<file path="src/rtl/fpdiv_pkg.sv">
// ----------------------------------------------------------------------------
// Fixed-point divider package
// Shared types and constants of the fixed-point divider.
// ----------------------------------------------------------------------------
package fpdiv_pkg;

    localparam int unsigned DATA_W = 32;
    localparam int unsigned MAG_W  = 31;
    localparam int unsigned FRAC_W = 5;
    localparam int unsigned SHFT_W = 5;
    localparam int unsigned CNT_W  = 6;
    localparam int unsigned ADDR_W = 2;

    localparam logic [MAG_W-1:0]  MAG_MAX    = {MAG_W{1'b1}};
    localparam logic [FRAC_W-1:0] FRAC_RESET = FRAC_W'(16);

    typedef enum logic [1:0] {
        ST_OK    = 2'd0,
        ST_UNDER = 2'd1,
        ST_OVER  = 2'd2,
        ST_DIV0  = 2'd3
    } t_status;

    typedef enum logic [ADDR_W-1:0] {
        REG_FRAC_BITS = 2'd0
    } t_reg_addr;

endpackage

</file>
<file path="src/rtl/fpdiv_if.sv">
// ----------------------------------------------------------------------------
// Fixed-point divider channels
// Valid/ready channels for operand words and result words.
// ----------------------------------------------------------------------------
interface fpdiv_in_if import fpdiv_pkg::*; ();
    logic                     valid;
    logic                     ready;
    logic signed [DATA_W-1:0] dividend;
    logic signed [DATA_W-1:0] divisor;

    modport source (output valid, output dividend, output divisor, input ready);
    modport sink (input valid, input dividend, input divisor, output ready);
endinterface

interface fpdiv_out_if import fpdiv_pkg::*; ();
    logic                     valid;
    logic                     ready;
    logic signed [DATA_W-1:0] quotient;
    t_status                  status;

    modport source (output valid, output quotient, output status, input ready);
    modport sink (input valid, input quotient, input status, output ready);
endinterface

</file>
<file path="src/rtl/fpdiv_regs.sv">
// ----------------------------------------------------------------------------
// Fixed-point divider registers
// APB-style register file holding the fractional bit count.
// ----------------------------------------------------------------------------
module fpdiv_regs import fpdiv_pkg::*; (
    input  logic              i_clk,
    input  logic              i_rst_n,
    input  logic              psel,
    input  logic              penable,
    input  logic              pwrite,
    input  logic [ADDR_W-1:0] paddr,
    input  logic [DATA_W-1:0] pwdata,
    output logic [DATA_W-1:0] prdata,
    output logic              pready,
    output logic [FRAC_W-1:0] o_frac_bits
);

    logic [FRAC_W-1:0] r_frac_bits;
    logic              wr_frac;

    assign wr_frac = psel && penable && pwrite && (paddr == REG_FRAC_BITS);

    always_ff @(posedge i_clk) begin
        if (!i_rst_n) begin
            r_frac_bits <= FRAC_RESET;
        end else if (wr_frac) begin
            r_frac_bits <= pwdata[FRAC_W-1:0];
        end
    end

    always_comb begin
        prdata = '0;
        if (paddr == REG_FRAC_BITS) begin
            prdata = {{(DATA_W-FRAC_W){1'b0}}, r_frac_bits};
        end
    end

    assign pready      = 1'b1;
    assign o_frac_bits = r_frac_bits;

endmodule

</file>
<file path="src/rtl/fpdiv_lzc.sv">
// ----------------------------------------------------------------------------
// Fixed-point divider leading-zero counter
// Counts leading zeros of a nonzero magnitude word.
// ----------------------------------------------------------------------------
module fpdiv_lzc import fpdiv_pkg::*; (
    input  logic [MAG_W-1:0]  i_value,
    output logic [SHFT_W-1:0] o_count
);

    always_comb begin
        o_count = '0;
        for (int i = 0; i < MAG_W; i++) begin
            if (i_value[i]) begin
                o_count = SHFT_W'(MAG_W - 1 - i);
            end
        end
    end

endmodule

</file>
<file path="src/rtl/fpdiv_step.sv">
// ----------------------------------------------------------------------------
// Fixed-point divider step unit
// One restoring compare-subtract step producing one quotient bit.
// ----------------------------------------------------------------------------
module fpdiv_step import fpdiv_pkg::*; (
    input  logic [DATA_W-1:0] i_rem,
    input  logic [MAG_W-1:0]  i_den,
    input  logic [DATA_W-1:0] i_q,
    output logic [DATA_W-1:0] o_rem,
    output logic [DATA_W-1:0] o_q
);

    logic [DATA_W-1:0] den_ext;
    logic [DATA_W-1:0] diff;
    logic [DATA_W-1:0] kept;
    logic              ge;

    assign den_ext = {1'b0, i_den};
    assign ge      = (i_rem >= den_ext);
    assign diff    = i_rem - den_ext;
    assign kept    = ge ? diff : i_rem;
    assign o_rem   = {kept[DATA_W-2:0], 1'b0};
    assign o_q     = {i_q[DATA_W-2:0], ge};

endmodule

</file>
<file path="src/rtl/fixed_point_divide_core.sv">
// ----------------------------------------------------------------------------
// Fixed-point divide core
// An accepted word passes MAG, LZC, NORM, DIV and FIN; DIV uses the single
// restoring step unit, and n = frac_bits - lz(|dividend|) + lz(|divisor|) in 0..31
// sets its number of steps; special cases skip DIV and go straight to FIN.
// One division at a time: a new word is accepted only in the idle state.
// Synchronous active-low reset returns to idle and sets frac_bits to 16.
// ----------------------------------------------------------------------------
module fixed_point_divide_core import fpdiv_pkg::*; (
    input  logic              i_clk,
    input  logic              i_rst_n,
    fpdiv_in_if.sink          i_in,
    fpdiv_out_if.source       o_out,
    input  logic              psel,
    input  logic              penable,
    input  logic              pwrite,
    input  logic [ADDR_W-1:0] paddr,
    input  logic [DATA_W-1:0] pwdata,
    output logic [DATA_W-1:0] prdata,
    output logic              pready
);

    typedef enum logic [5:0] {
        S_IDLE = 6'b000001,
        S_MAG  = 6'b000010,
        S_LZC  = 6'b000100,
        S_NORM = 6'b001000,
        S_DIV  = 6'b010000,
        S_FIN  = 6'b100000
    } t_state;

    t_state            r_state, n_state;
    logic [DATA_W-1:0] r_a, n_a, r_b, n_b;
    logic [MAG_W-1:0]  r_ma, n_ma, r_mb, n_mb;
    logic [SHFT_W-1:0] r_sa, n_sa, r_sb, n_sb;
    logic [DATA_W-1:0] r_rem, n_rem, r_q, n_q;
    logic [MAG_W-1:0]  r_den, n_den;
    logic [CNT_W-1:0]  r_cnt, n_cnt;
    logic              r_neg, n_neg;
    t_status           r_st, n_st;
    logic              r_ovalid, n_ovalid;
    logic [DATA_W-1:0] r_oq, n_oq;
    t_status           r_ost, n_ost;

    logic [FRAC_W-1:0] frac_bits;
    logic [SHFT_W-1:0] lz_a, lz_b;
    logic [DATA_W-1:0] step_rem, step_q;
    logic [CNT_W:0]    bits;
    logic [MAG_W-1:0]  fin_mag;
    logic              out_free;

    function automatic logic [MAG_W-1:0] magnitude(input logic [DATA_W-1:0] v);
        logic [DATA_W-1:0] m;
        m = v[DATA_W-1] ? (DATA_W'(0) - v) : v;
        return m[DATA_W-1] ? MAG_MAX : m[MAG_W-1:0];
    endfunction

    fpdiv_regs u_regs (
        .i_clk       (i_clk),
        .i_rst_n     (i_rst_n),
        .psel        (psel),
        .penable     (penable),
        .pwrite      (pwrite),
        .paddr       (paddr),
        .pwdata      (pwdata),
        .prdata      (prdata),
        .pready      (pready),
        .o_frac_bits (frac_bits)
    );

    fpdiv_lzc u_lzc_a (
        .i_value (r_ma),
        .o_count (lz_a)
    );

    fpdiv_lzc u_lzc_b (
        .i_value (r_mb),
        .o_count (lz_b)
    );

    fpdiv_step u_step (
        .i_rem (r_rem),
        .i_den (r_den),
        .i_q   (r_q),
        .o_rem (step_rem),
        .o_q   (step_q)
    );

    assign bits = {2'b00, frac_bits} - {2'b00, r_sa} + {2'b00, r_sb};
    assign fin_mag = r_q[DATA_W-1] ? MAG_MAX : r_q[MAG_W-1:0];
    assign out_free = !r_ovalid || o_out.ready;

    assign i_in.ready     = (r_state == S_IDLE);
    assign o_out.valid    = r_ovalid;
    assign o_out.quotient = r_oq;
    assign o_out.status   = r_ost;

    always_comb begin
        n_state  = r_state;
        n_a      = r_a;
        n_b      = r_b;
        n_ma     = r_ma;
        n_mb     = r_mb;
        n_sa     = r_sa;
        n_sb     = r_sb;
        n_rem    = r_rem;
        n_den    = r_den;
        n_q      = r_q;
        n_cnt    = r_cnt;
        n_neg    = r_neg;
        n_st     = r_st;
        n_ovalid = r_ovalid && !o_out.ready;
        n_oq     = r_oq;
        n_ost    = r_ost;

        unique case (r_state)
            S_IDLE: begin
                if (i_in.valid) begin
                    n_a     = i_in.dividend;
                    n_b     = i_in.divisor;
                    n_state = S_MAG;
                end
            end
            S_MAG: begin
                n_neg = r_a[DATA_W-1] ^ r_b[DATA_W-1];
                n_ma  = magnitude(r_a);
                n_mb  = magnitude(r_b);
                n_q   = '0;
                n_st  = ST_OK;
                if (r_b == '0) begin
                    n_st    = ST_DIV0;
                    n_state = S_FIN;
                end else if (r_a == '0) begin
                    n_state = S_FIN;
                end else begin
                    n_state = S_LZC;
                end
            end
            S_LZC: begin
                n_sa    = lz_a;
                n_sb    = lz_b;
                n_state = S_NORM;
            end
            S_NORM: begin
                n_rem = {1'b0, r_ma << r_sa};
                n_den = r_mb << r_sb;
                n_cnt = bits[CNT_W-1:0] + CNT_W'(1);
                if (bits[CNT_W]) begin
                    n_st    = ST_UNDER;
                    n_state = S_FIN;
                end else if (bits[CNT_W-1]) begin
                    n_q     = {1'b0, MAG_MAX};
                    n_st    = ST_OVER;
                    n_state = S_FIN;
                end else begin
                    n_state = S_DIV;
                end
            end
            S_DIV: begin
                n_rem = step_rem;
                n_q   = step_q;
                n_cnt = r_cnt - CNT_W'(1);
                if (r_cnt == CNT_W'(1)) begin
                    n_state = S_FIN;
                end
            end
            S_FIN: begin
                if (out_free) begin
                    n_ovalid = 1'b1;
                    n_oq     = r_neg ? (DATA_W'(0) - {1'b0, fin_mag}) : {1'b0, fin_mag};
                    n_ost    = r_q[DATA_W-1] ? ST_OVER : r_st;
                    n_state  = S_IDLE;
                end
            end
            default: begin
                n_state = S_IDLE;
            end
        endcase
    end

    always_ff @(posedge i_clk) begin
        if (!i_rst_n) begin
            r_state  <= S_IDLE;
            r_ovalid <= 1'b0;
        end else begin
            r_state  <= n_state;
            r_ovalid <= n_ovalid;
        end
    end

    always_ff @(posedge i_clk) begin
        r_a   <= n_a;
        r_b   <= n_b;
        r_ma  <= n_ma;
        r_mb  <= n_mb;
        r_sa  <= n_sa;
        r_sb  <= n_sb;
        r_rem <= n_rem;
        r_den <= n_den;
        r_q   <= n_q;
        r_cnt <= n_cnt;
        r_neg <= n_neg;
        r_st  <= n_st;
        r_oq  <= n_oq;
        r_ost <= n_ost;
    end

endmodule
</file>
<file path="src/flat_wrapper.sv">
// flat-port wrapper written by rule: the top's interface ports become plain ports
module fixed_point_divide_core_flat import fpdiv_pkg::*;
  (i_clk, i_rst_n, psel, penable, pwrite, paddr, pwdata, prdata, pready, i_in_valid, i_in_dividend, i_in_divisor, i_in_ready, o_out_valid, o_out_quotient, o_out_status, o_out_ready);
  fpdiv_in_if i_in_i ();
  fpdiv_out_if o_out_i ();
  input  logic i_clk;
  input  logic i_rst_n;
  input  logic psel;
  input  logic penable;
  input  logic pwrite;
  input  logic [ADDR_W-1:0] paddr;
  input  logic [DATA_W-1:0] pwdata;
  output logic [DATA_W-1:0] prdata;
  output logic pready;
  input wire logic [$bits(i_in_i.valid)-1:0] i_in_valid;
  input wire logic [$bits(i_in_i.dividend)-1:0] i_in_dividend;
  input wire logic [$bits(i_in_i.divisor)-1:0] i_in_divisor;
  output wire logic [$bits(i_in_i.ready)-1:0] i_in_ready;
  output wire logic [$bits(o_out_i.valid)-1:0] o_out_valid;
  output wire logic [$bits(o_out_i.quotient)-1:0] o_out_quotient;
  output wire logic [$bits(o_out_i.status)-1:0] o_out_status;
  input wire logic [$bits(o_out_i.ready)-1:0] o_out_ready;
  assign i_in_i.valid = i_in_valid;
  assign i_in_i.dividend = i_in_dividend;
  assign i_in_i.divisor = i_in_divisor;
  assign i_in_ready = i_in_i.ready;
  assign o_out_valid = o_out_i.valid;
  assign o_out_quotient = o_out_i.quotient;
  assign o_out_status = o_out_i.status;
  assign o_out_i.ready = o_out_ready;
  fixed_point_divide_core u_core (.i_clk(i_clk), .i_rst_n(i_rst_n), .i_in(i_in_i), .o_out(o_out_i), .psel(psel), .penable(penable), .pwrite(pwrite), .paddr(paddr), .pwdata(pwdata), .prdata(prdata), .pready(pready));
endmodule
</file>
<file path="config.mk">
export PLATFORM = sky130hd
export DESIGN_NAME = fixed_point_divide_core_flat
export DESIGN_NICKNAME = d
export VERILOG_FILES = /design/src/rtl/fpdiv_pkg.sv /design/src/rtl/fpdiv_if.sv /design/src/rtl/fpdiv_regs.sv /design/src/rtl/fpdiv_lzc.sv /design/src/rtl/fpdiv_step.sv /design/src/rtl/fixed_point_divide_core.sv /design/src/flat_wrapper.sv
export SDC_FILE = /design/constraint.sdc
export NUM_CORES = 1
export LEC_CHECK = 0
export BUFFER_PORTS_ARGS = -buffer_cell sky130_fd_sc_hd__buf_2
export CAP_MARGIN = 30
export CORE_UTILIZATION = 65
export CTS_BUF_LIST = sky130_fd_sc_hd__clkbuf_2 sky130_fd_sc_hd__clkbuf_4 sky130_fd_sc_hd__clkbuf_8
export DETAILED_ROUTE_END_ITERATION = 8
export PLACE_DENSITY_LB_ADDON = 0.05
export SYNTH_ARGS = -nofsm -noshare
export SYNTH_HDL_FRONTEND = slang
export SYNTH_SLANG_ARGS = --single-unit
</file>
<file path="constraint.sdc">
create_clock -name i_clk -period 24.2 [get_ports i_clk]
set_clock_uncertainty 0.15 [all_clocks]
set_input_delay 3.63 -clock i_clk [delete_from_list [all_inputs] [get_ports i_clk]]
set_output_delay 3.63 -clock i_clk [all_outputs]
set_load 0.01 [all_outputs]
</file>
## Yosys cells after proc, flatten, opt, wreduce, memory -nomap -nowiden

Index checks and enable logic that the tools add are counted.

| word-level totals | value |
|---|---|
| flip-flop bits (word level) | 286 |
| bits in latches | 0 |
| bits in writable memories | 0 |
| bits in read-only memories | 0 |
| input bits | 105 |
| output and inout port bits | 69 |
| logic and storage cells | 162 |
| memories | 0 |

| operators by class | value |
|---|---|
| add/subtract/negate cells | 8 |
| multiply operators | 0 |
| div/mod/pow operators | 0 |
| magnitude comparators | 1 |
| equality and inequality tests | 13 |
| shift operators | 2 |
| muxes and demuxes | 85 |
| bitwise logic cells | 1 |
| reduce and logical (&&, ||, !) cells | 26 |

Operators by type and width:

| cell | count |
|---|---|
| $mux W5 | 31 |
| $mux W32 | 4 |
| $pmux W32 S3 | 1 |
| $mux W31 | 3 |
| $logic_not A32 Y1 | 2 |
| $mux W4 | 16 |
| $pmux W32 S2 | 1 |
| $sub A1 B32 Y32 const A | 2 |
| $shl A31 B5 Y31 | 2 |
| $mux W6 | 7 |
| $pmux W6 S6 | 1 |
| $ge A32 B31 Y1 | 1 |
| $reduce_or A16 Y1 | 2 |
| $sub A1 B31 Y32 const A | 1 |
| $sub A31 B31 Y31 | 1 |
| $mux W3 | 8 |
| $reduce_or A8 Y1 | 2 |
| $mux W2 | 7 |
| $eq A6 B1 Y1 const B | 2 |
| $pmux W6 S2 | 1 |
| $reduce_or A4 Y1 | 2 |
| $add A7 B5 Y7 | 1 |
| $add A6 B1 Y6 const B | 1 |
| $eq A6 B2 Y1 const B | 1 |
| 21 further kinds | 36 |

## Longest topological paths before layout

Gate-level depths: netlist of run 1.

| logic depth | value |
|---|---|
| depth after elaboration | 30 |
| depth in mapped cells | 16 |
| depth with buffers taken out | 15 |

## Cells and area by module

From an unflattened synthesis of run 1, not the netlist that was laid out.

| unflattened totals | value |
|---|---|
| cells, all modules | 1911 |
| area total of the unflattened synthesis | 19110.8 µm² |

By module, submodules not included:

| module | times used | cells each | area each (µm²) |
|---|---|---|---|
| fixed_point_divide_core | 1 | 1342 | 15423.5 |
| fpdiv_step | 1 | 383 | 2536.2 |
| fpdiv_lzc | 2 | 63 | 335.3 |
| fpdiv_regs | 1 | 60 | 480.5 |

## Worst setup path before layout of run 1

No wires, ideal clock.

| timing path | value |
|---|---|
| path type | input-to-output |
| start point | in paddr[1] |
| end point | out prdata[1] |
| arrival | 3.980 ns |
| slack | 16.440 ns |
| stages | 2 |
| cells stage by stage | nor2_1 > and2_1 |

| between the ends | value |
|---|---|
| longest elaborated chain between the ends | 2 |

Ends and longest elaborated chain:

| what | RTL line | source |
|---|---|---|
| start: declaration | flat_wrapper.sv:11 | `input logic [ADDR_W-1:0] paddr;` |
| $logic_not A2 Y1 | fpdiv_regs.sv:33 | `if (paddr == REG_FRAC_BITS) begin` |
| $mux W5 | fpdiv_regs.sv:33 |  |
| end: declaration | flat_wrapper.sv:13 | `output logic [DATA_W-1:0] prdata;` |

Every way passes these cells.

## Final worst setup path of run 1

| timing path | value |
|---|---|
| start point | in paddr[1] |
| end point | out prdata[2] |

The elaborated chain is that of the path after synthesis.

==> results of run 1 <==
-- cells by family (layout without fill, tap and decap cells) --
kind of cell               count (synthesis)  count (layout)  synth area share
adders and majority gates                 50              50           0.03584
DFF                                      286             286            0.4682
and+or+nand+nor                          657             657            0.1655
other                                      2              28         0.0004153
muxes                                    114             114           0.08005
xor gates and xnor gates                 100             100           0.04843
buffers and inverters                    210             315           0.05037
AOI/OAI and AO/OA                        430             430            0.1512
-- worst max-delay path, delay by kind of cell --
family | cells | cell delay [ps]
buffers and inverters | 2 | 220
AND/OR/NAND/NOR | 2 | 370
-- layout by cell type (no fill, tap or decap), drive strengths merged, types with 36 or more instances in the layout --
master | synthesis | final
nor2 | 155 | 155
inv | 88 | 89
buf | 46 | 138
a21oi | 116 | 116
mux2i | 76 | 76
a211oi | 36 | 36
ha | 47 | 47
nor3 | 36 | 36
edfxtp | 274 | 274
o21ai | 92 | 92
clkbuf | 75 | 66
nand2 | 300 | 300
xor2 | 75 | 75
-- cell type report --
class	count	area, sq um	area share
Inverter	89	334.1	0.01676
Clock inverter	22	266.5	0.01337
Tap cell	372	465.4	0.02335
Multi-Input combinational cell	1379	8835	0.4431
Clock buffer	66	827.0	0.04148
Sequential cell	286	8468	0.4248
Timing Repair Buffer	138	740.7	0.03715
-- registers in the layout, indices dropped and copies added, names as in the netlist --
register,cells
u_core.o_out.quotient,32
u_core.r_a,32
u_core.r_b,32
u_core.r_q,32
u_core.r_rem,32
u_core.r_den,31
u_core.r_ma,31
u_core.r_mb,31
u_core.r_cnt,6
u_core.r_state,6
u_core.r_sa,5
u_core.r_sb,5
u_core.u_regs.o_frac_bits,5
u_core.o_out.status,2
u_core.r_st,2
u_core.o_out.valid,1
u_core.r_neg,1
-- through the flow --
stage / cells / cell area (sq um)
2_1_floorplan: 1875 / 18180
3_3_place_gp: 2264 / 18840
3_5_place_dp: 2264 / 18840
4_1_cts: 2352 / 19940
5_1_grt: 2352 / 19940
6_report: 2352 / 19940
-- metal layers --
| layer | share of wire | vias up | global-route usage | wire, microns |
|---|---|---|---|---|
| met1 | 0.45 | 6457 | 0.3828 | 17650 |
| met3 | 0.055 | 57 | 0.03601 | 2160 |
| met4 | 0.022 | 0 | 0.09012 | 864 |
| met2 | 0.47 | 456 | 0.4598 | 18360 |
| met5 | 0 | - | 0 | 0 |
| li1 | - | 6904 | - | - |
-- where the power goes --
part	switching [uW]	internal, uW
Clock	192	287
Combinational	72.8	51.0
Sequential	29.3	583
-- final timing paths --
kind	from	endpoint	slack, ps
worst min-delay path	u_core.u_regs.o_frac_bits[0]	u_core.u_regs.o_frac_bits[0]	390
worst max-delay path	paddr[1]	prdata[2]	16200
worst min register to register	u_core.u_regs.o_frac_bits[0]	u_core.u_regs.o_frac_bits[0]	390
worst max register to register	u_core.r_rem[0]	u_core.r_rem[19]	20020
==> results.sh, run 1 <==
export IMPL_track_usage=0.2782
export IMPL_fp_dieH_microns=168.8
export IMPL_total_power_uw=1215
export IMPL_cp_common_cell="buf_2"
export IMPL_ctsHtreeMaxLevel=2
export IMPL_numCtsBuffers=48
export IMPL_n_fill_cell=2005
export IMPL_max_cap_violations=0
export IMPL_synth_cell_types=75
export IMPL_drc=0
export IMPL_synth_warnings=0
export IMPL_place_ws_ps=16190
export IMPL_clock_root_buffer="clkbuf_8"
export IMPL_antenna_found_initial=0
export IMPL_worst_pin_slew_ps=988.0
export IMPL_synth_cells=1849
export IMPL_ys_ff_latch=286
export IMPL_hp_class="flop to flop"
export IMPL_status="complete, no violations"
export IMPL_p_leak_uw=0.008116
export IMPL_io_buffers=118
export IMPL_post_synth_top_area_cell="edfxtp_1"
export IMPL_routed_wl_microns=39040
export IMPL_end_kind="output pin"
export IMPL_synth_top_area_share=0.4550
export IMPL_dpl_hpwl_microns=28310
export IMPL_die_w_microns=168.8
export IMPL_grt_overflow=0
export IMPL_seq_area_frac_synth=0.4682
export IMPL_yosysMostFrequentCell="nand2_1"
export IMPL_rows=60
export IMPL_cellPowerDensity_nw_per_um2=60.96
export IMPL_grt_pass1_vias=13000
export IMPL_n_antenna_cell=0
export IMPL_core_sq_um=27100
export IMPL_layout_setup_ws_ps=16200
export IMPL_dr_total_vias=13870
export IMPL_finish_utilization=0.7356
export IMPL_crit_fanout=5
export IMPL_postCtsSetupBuffers=0
export IMPL_setup_tns_ps=0
export IMPL_grt_max_degree=68
export IMPL_synth_area_leaders="edfxtp_1 (45%), nand2_1 (6.2%), mux2i_1 (4.2%)"
export IMPL_synth_commonest_cells="nand2_1 (300), edfxtp_1 (274), nor2_1 (155)"
export IMPL_start_util=0.6673
export IMPL_drv_slew=0
export IMPL_gp_congestion=0.9604
export IMPL_die_area_sq_um=28490
export IMPL_worst_r2r_cell_count=13
export IMPL_syn_area_sq_um=18080
export IMPL_grt_pass1_wl_microns=63860
export IMPL_cpPeakStageDelay_ps=210
export IMPL_drive_above_1_share=0.1470
export IMPL_fmaxAchievable_mhz=124.9
export IMPL_cp_data_required_time_ps=20420
export IMPL_whs_ps=388.1
export IMPL_clk_latency_ps=560
export IMPL_min_period_over_period=0.3307
export IMPL_wl_per_cell_microns=16.60
export IMPL_ir_worst_vdd_mv=0.07693
export IMPL_avgSynthCellArea_sq_um=9.781
export IMPL_finalNetCount=2097
export IMPL_worst_setup_path_start_kind="primary input"
export IMPL_hold_path_depth=2
export IMPL_hold_viol=0
export IMPL_maxSlewHeadroom=0.3414
export IMPL_cts_resized=0
export IMPL_synth_edf_count=274
export IMPL_clockBufferDepth=3
export IMPL_cts_tree="done"
export IMPL_worst_ep_arrival_time_ps=4220
export IMPL_crit_chain="buf_2, nor2_1, and2_1, buf_2"
export IMPL_drt_iter0_drc=1028
export IMPL_post_route_min_period_ps=8003
export IMPL_syn_to_final_growth_pct=10.24
export IMPL_cpMaxStageDelayCell="nor2_1"
export IMPL_io_pin_count=174
export IMPL_rsz0062_at_grt="false"
export IMPL_hold_buffers=0
export IMPL_drtAntennaViolNets=0
export IMPL_setup_viol=0
export IMPL_clkTransAtPathRegs_ps=60
export IMPL_cts_sinks=286
export IMPL_critical_path_class="primary input to output pin"
export IMPL_synthFlopType="edfxtp_1"
export IMPL_async_reset_ff_frac=0
export IMPL_first_pass_iters=6
export IMPL_viasPerCell=5.899
(Power assumes the default switching activity.)
==> run 2, diff against run 1 <==
Settings changed: CORE_UTILIZATION 65 to 62.
Clock period 24.2 ns to 8.1 ns, I/O delays scaled along.
==> run 2 against run 1 <==
Sequential power grew to 3.0 times the previous value. Worst setup slack worse by 13000 ps. Clock-buffer cell count decreased by 8. Critical path type is now flop to flop. Wire length increased by 0.20%. Die area increased by 4.8%. Register-to-register slack lost 16000 ps.
==> results.sh, run 2 (synthesis results as in run 1) <==
export IMPL_ctsHtreeMaxLevel=2
export IMPL_io_buffers=118
export IMPL_syn_to_final_growth_pct=9.395
export IMPL_hold_buffers=0
export IMPL_wl_met2_microns=18060
export IMPL_gp_congestion=0.9656
export IMPL_io_pin_count=174
export IMPL_post_route_min_period_ps=4425
export IMPL_crit_fanout=31
export IMPL_cellPowerDensity_nw_per_um2=173.8
export IMPL_cts_tree="done"
export IMPL_drive_above_1_share=0.1407
export IMPL_mostFrequentLayoutCell="nand2_1"
export IMPL_core_sq_um=28700
export IMPL_drt_iter0_drc=942
export IMPL_track_usage=0.2633
export IMPL_clockBufferDepth=3
export IMPL_setup_tns_ps=0
export IMPL_layout_common_cells="nand2_1 (300), edfxtp_1 (274), nor2_1 (155)"
export IMPL_power_share_switching=0.2558
export IMPL_r2r_end="u_core.r_rem[27]"
export IMPL_viasPerCell=5.866
export IMPL_wl_met1_microns=18120
export IMPL_max_cap_violations=0
export IMPL_n_antenna_cell=0
export IMPL_routed_wl_microns=39120
export IMPL_clkTransAtPathRegs_ps=60
export IMPL_clock_root_buffer="clkbuf_8"
export IMPL_postCtsSetupBuffers=0
export IMPL_drc=0
export IMPL_first_pass_iters=6
export IMPL_die_area_sq_um=29860
export IMPL_grt_pass1_vias=12960
export IMPL_maxSlewHeadroom=0.3325
export IMPL_min_period_over_period=0.5462
export IMPL_rr_startpoint="u_core.r_den[0]"
export IMPL_p_comb_frac=0.106
export IMPL_grt_pass1_wl_microns=64380
export IMPL_hold_path_depth=1
export IMPL_hold_viol=0
export IMPL_cp_data_required_time_ps=8230
export IMPL_status="complete, no violations"
export IMPL_grt_overflow=0
export IMPL_grt_max_degree=68
export IMPL_start_util=0.6301
export IMPL_critical_path_class="flop to flop"
export IMPL_cts_sinks=286
export IMPL_fmaxAchievable_mhz=226.0
export IMPL_layout_setup_ws_ps=3676
export IMPL_placed_area_sq_um=18860
export IMPL_rsz0062_at_grt="false"
export IMPL_met3WireLength_microns=2123
export IMPL_worstHoldStart="u_core.r_st[1]"
export IMPL_hp_class="flop to flop"
export IMPL_final_area_sq_um=19780
export IMPL_drtAntennaViolNets=0
export IMPL_hold_path_end="u_core.o_out.status[1]"
export IMPL_whs_ps=366.2
export IMPL_clk_latency_ps=570
export IMPL_p_clk_frac=0.361
export IMPL_dpl_hpwl_microns=28630
export IMPL_worst_r2r_setup_slack_ps=3680
export IMPL_fp_dieH_microns=172.8
export IMPL_die_w_microns=172.8
export IMPL_finalNetCount=2095
export IMPL_rows=62
export IMPL_place_ws_ps=3738
export IMPL_worst_pin_slew_ps=1001
export IMPL_cts_resized=0
export IMPL_drv_slew=0
export IMPL_dr_total_vias=13840
export IMPL_wl_per_cell_microns=16.57
export IMPL_worst_setup_path_start_kind="flop"
export IMPL_p_int_uw=2560
export IMPL_worst_ep_arrival_time_ps=4550
export IMPL_ir_worst_vdd_mv=0.1869
export IMPL_setup_viol=0
export IMPL_numCtsBuffers=48
export IMPL_end_kind="flop"
export IMPL_worst_r2r_cell_count=12
export IMPL_antenna_found_initial=0
export IMPL_p_leak_uw=0.008024
export IMPL_p_switching_uw=879.7
export IMPL_pwr_share_seq=0.532
export IMPL_highest_layer="met4"
-- run 2: worst max-delay path by stage --
stage	start	endpoint	slack, ps
after floorplan	u_core.r_state[3]	u_core.r_q[0]	440
after global placement	u_core.r_den[0]	u_core.r_rem[27]	3830
after detailed placement	u_core.r_rem[2]	u_core.r_rem[19]	3740
after CTS	u_core.r_den[0]	u_core.r_rem[27]	3680
after global routing	u_core.r_rem[0]	u_core.r_rem[27]	3390
final	u_core.r_den[0]	u_core.r_rem[27]	3680
-- run 2: power by group through the flow --
stage / Combinational, uW / Clock (uW) / Sequential (uW)
after global routing: 416 / 1330 / 1840
final: 366 / 1240 / 1830
after CTS: 368 / 1270 / 1830
after floorplan: 296 / 0 / 1830
after global placement: 359 / 0 / 1850
after detailed placement: 366 / 0 / 1860
-- run 2: critical path, stage by stage (launching register included) --
cell	delay, ps
edfxtp_1	380
ha_1	240
fa_1	400
nor2b_1	160
o21a_1	150
o21ai_0	160
a211oi_1	450
o21ai_0	200
a31oi_1	440
o221ai_4	440
buf_4	380
o311ai_0	440
o21ai_0	160
-- run 2: area by class of cell --
class / instances / area [sq um]
clock buffers: 58 / 735.7
flip-flops and latches: 286 / 8468
well taps: 384 / 480.5
clock inverters: 28 / 187.7
inverters: 89 / 334.1
fillers: 2292 / 8919
repair buffers: 136 / 738.2
multi-input cells: 1379 / 8840
-- run 2: metrics by stage --
stage / total power (uW) / cells / utilization
finish: 3439 / 2360 / 0.6893
global route: 3586 / 2360 / 0.6893
CTS: 3467 / 2360 / 0.6893
detailed placement: 2225 / 2274 / 0.6571
global placement: 2213 / 2273 / 0.6564
floorplan: 2131 / 1875 / -
-- run 2: routing by layer --
metal	vias up	GRT usage
li1	6893	-
met1	6453	0.3689
met2	432	0.4293
met3	65	0.03958
met4	0	0.07227
met5	-	0
==> run 3, diff against run 2 <==
Clock period 8.1 ns to 4.4 ns, I/O delays scaled along.
==> run 3 against run 2 <==
Final cell count rose by 0.68%. Power increased by 91%. Final area grew 1.1%. Worst setup slack worse by 3100 ps. Wire length up 1.6%. Via count rose by 0.24%. Combinational power up 86%. Core utilization up 0.74 points. Clock power up 100%. Clock-buffer cell count is 14 higher. Critical path type unchanged. Critical endpoint is now u_core.r_rem[19]. Highest routed layer unchanged.
==> results.sh, run 3 (synthesis results as in run 1) <==
export IMPL_fp_dieH_microns=172.8
export IMPL_rsz0062_at_grt="false"
export IMPL_setup_viol=0
export IMPL_postCtsSetupBuffers=0
export IMPL_rr_startpoint="u_core.r_den[0]"
export IMPL_n_antenna_cell=0
export IMPL_worst_ep_arrival_time_ps=3990
export IMPL_ctsHtreeMaxLevel=2
export IMPL_clk_latency_ps=580
export IMPL_dpl_hpwl_microns=29120
export IMPL_worst_setup_path_start_kind="flop"
export IMPL_die_area_sq_um=29860
export IMPL_antenna_found_initial=0
export IMPL_dr_total_vias=13880
export IMPL_cp_data_required_time_ps=4530
export IMPL_start_util=0.6301
export IMPL_layout_setup_ws_ps=538.8
export IMPL_crit_fanout=26
export IMPL_hold_path_depth=1
export IMPL_syn_to_final_growth_pct=10.57
export IMPL_worstHoldStart="i_in_dividend[16]"
export IMPL_cts_resized=0
export IMPL_grt_overflow=0
export IMPL_drv_slew=0
export IMPL_grt_max_degree=67
export IMPL_clock_root_buffer="clkbuf_8"
export IMPL_critPathLaunch="u_core.r_den[0]"
export IMPL_drc=0
export IMPL_track_usage=0.2646
export IMPL_end_kind="flop"
export IMPL_drtAntennaViolNets=0
export IMPL_viasPerCell=5.840
export IMPL_fin_cells=2376
export IMPL_gp_congestion=0.9937
export IMPL_hold_buffers=0
export IMPL_numPlacedInstances=2286
export IMPL_rows=62
export IMPL_core_sq_um=28700
export IMPL_min_period_over_period=0.8775
export IMPL_cts_sinks=286
export IMPL_hold_viol=0
export IMPL_hp_class="primary input to flop"
export IMPL_numCtsBuffers=49
export IMPL_max_cap_violations=0
export IMPL_routed_wl_microns=39760
export IMPL_io_buffers=118
export IMPL_wl_per_cell_microns=16.73
export IMPL_fmaxAchievable_mhz=259.0
export IMPL_io_pin_count=174
export IMPL_grt_pass1_vias=12920
export IMPL_critical_path_class="flop to flop"
export IMPL_die_w_microns=172.8
export IMPL_cellPowerDensity_nw_per_um2=329.0
export IMPL_finalNetCount=2108
export IMPL_drt_iter0_drc=1005
export IMPL_drive_above_1_share=0.1491
export IMPL_ir_worst_vdd_mv=0.3577
export IMPL_first_pass_iters=6
export IMPL_worst_r2r_setup_slack_ps=540
export IMPL_p_leak_uw=0.008149
export IMPL_worst_r2r_cell_count=12
export IMPL_post_route_min_period_ps=3861
export IMPL_total_power_uw=6578
export IMPL_clockBufferDepth=3
export IMPL_grt_pass1_wl_microns=64530
export IMPL_layout_common_cells="nand2_1 (300), edfxtp_1 (274), nor2_1 (155)"
export IMPL_status="complete, no violations"
export IMPL_cts_tree="done"
export IMPL_clkTransAtPathRegs_ps=60
export IMPL_setup_tns_ps=0
export IMPL_mostFrequentLayoutCell="nand2_1"
export IMPL_worst_pin_slew_ps=981.0
export IMPL_place_ws_ps=595.7
export IMPL_maxSlewHeadroom=0.3460
[run 3: cell count changes in the layout (fill, tap and decap cells not counted), sizes merged]
| cell | delta |
|---|---|
| clkbuf | +14 |
| buf | +12 |
| clkinv | -8 |
| clkinvlp | -2 |
| bufinv | +1 |
| inv | -1 |
[run 3: worst max-delay path: stages (launching register included)]
cell	delay, ps
edfxtp_1	360
ha_1	230
fa_1	380
nor2b_1	200
o21a_1	160
o21ai_0	160
a211oi_1	390
o21ai_0	170
a31oi_1	410
o221ai_4	220
buf_4	270
mux2i_1	290
o221ai_1	190
[run 3: routing by layer]
metal	track usage	routed length [microns]	vias to the layer above
li1	-	-	6906
met1	0.3663	18210	6444
met2	0.4321	18360	454
met3	0.03936	2221	72
met4	0.08296	971	0
met5	0	0	-
[run 3: where the power goes]
part	total [uW]	leakage (uW)	switching, uW	internal (uW)
Clock	2530	0.000553	1040	1490
Sequential	3370	0.00261	162	3210
Combinational	681	0.00498	399	282
[run 3: stage by stage]
stage	hold slack [ps]	util	cell area [sq um]
floorplan	315.7	-	18200
global placement	348.1	0.6599	18940
detailed placement	353.9	0.6599	18940
CTS	86.85	0.6967	20000
global route	86.80	0.6967	20000
finish	118.8	0.6967	20000
[run 3: area by class of cell]
cell class | count | area, sq um
Clock buffer | 72 | 903.4
Clock inverter | 18 | 153.9
Fill cell | 2240 | 8706
Inverter | 89 | 334.1
Multi-Input combinational cell | 1379 | 8841
Sequential cell | 286 | 8468
Tap cell | 384 | 480.5
Timing Repair Buffer | 148 | 815.8
[run 3: path summary, 6_finish.rpt]
kind                                 end
setup reg to reg        u_core.r_rem[19]
hold / removal            u_core.r_a[16]
setup / recovery        u_core.r_rem[19]
hold reg to reg   u_core.o_out.status[1]
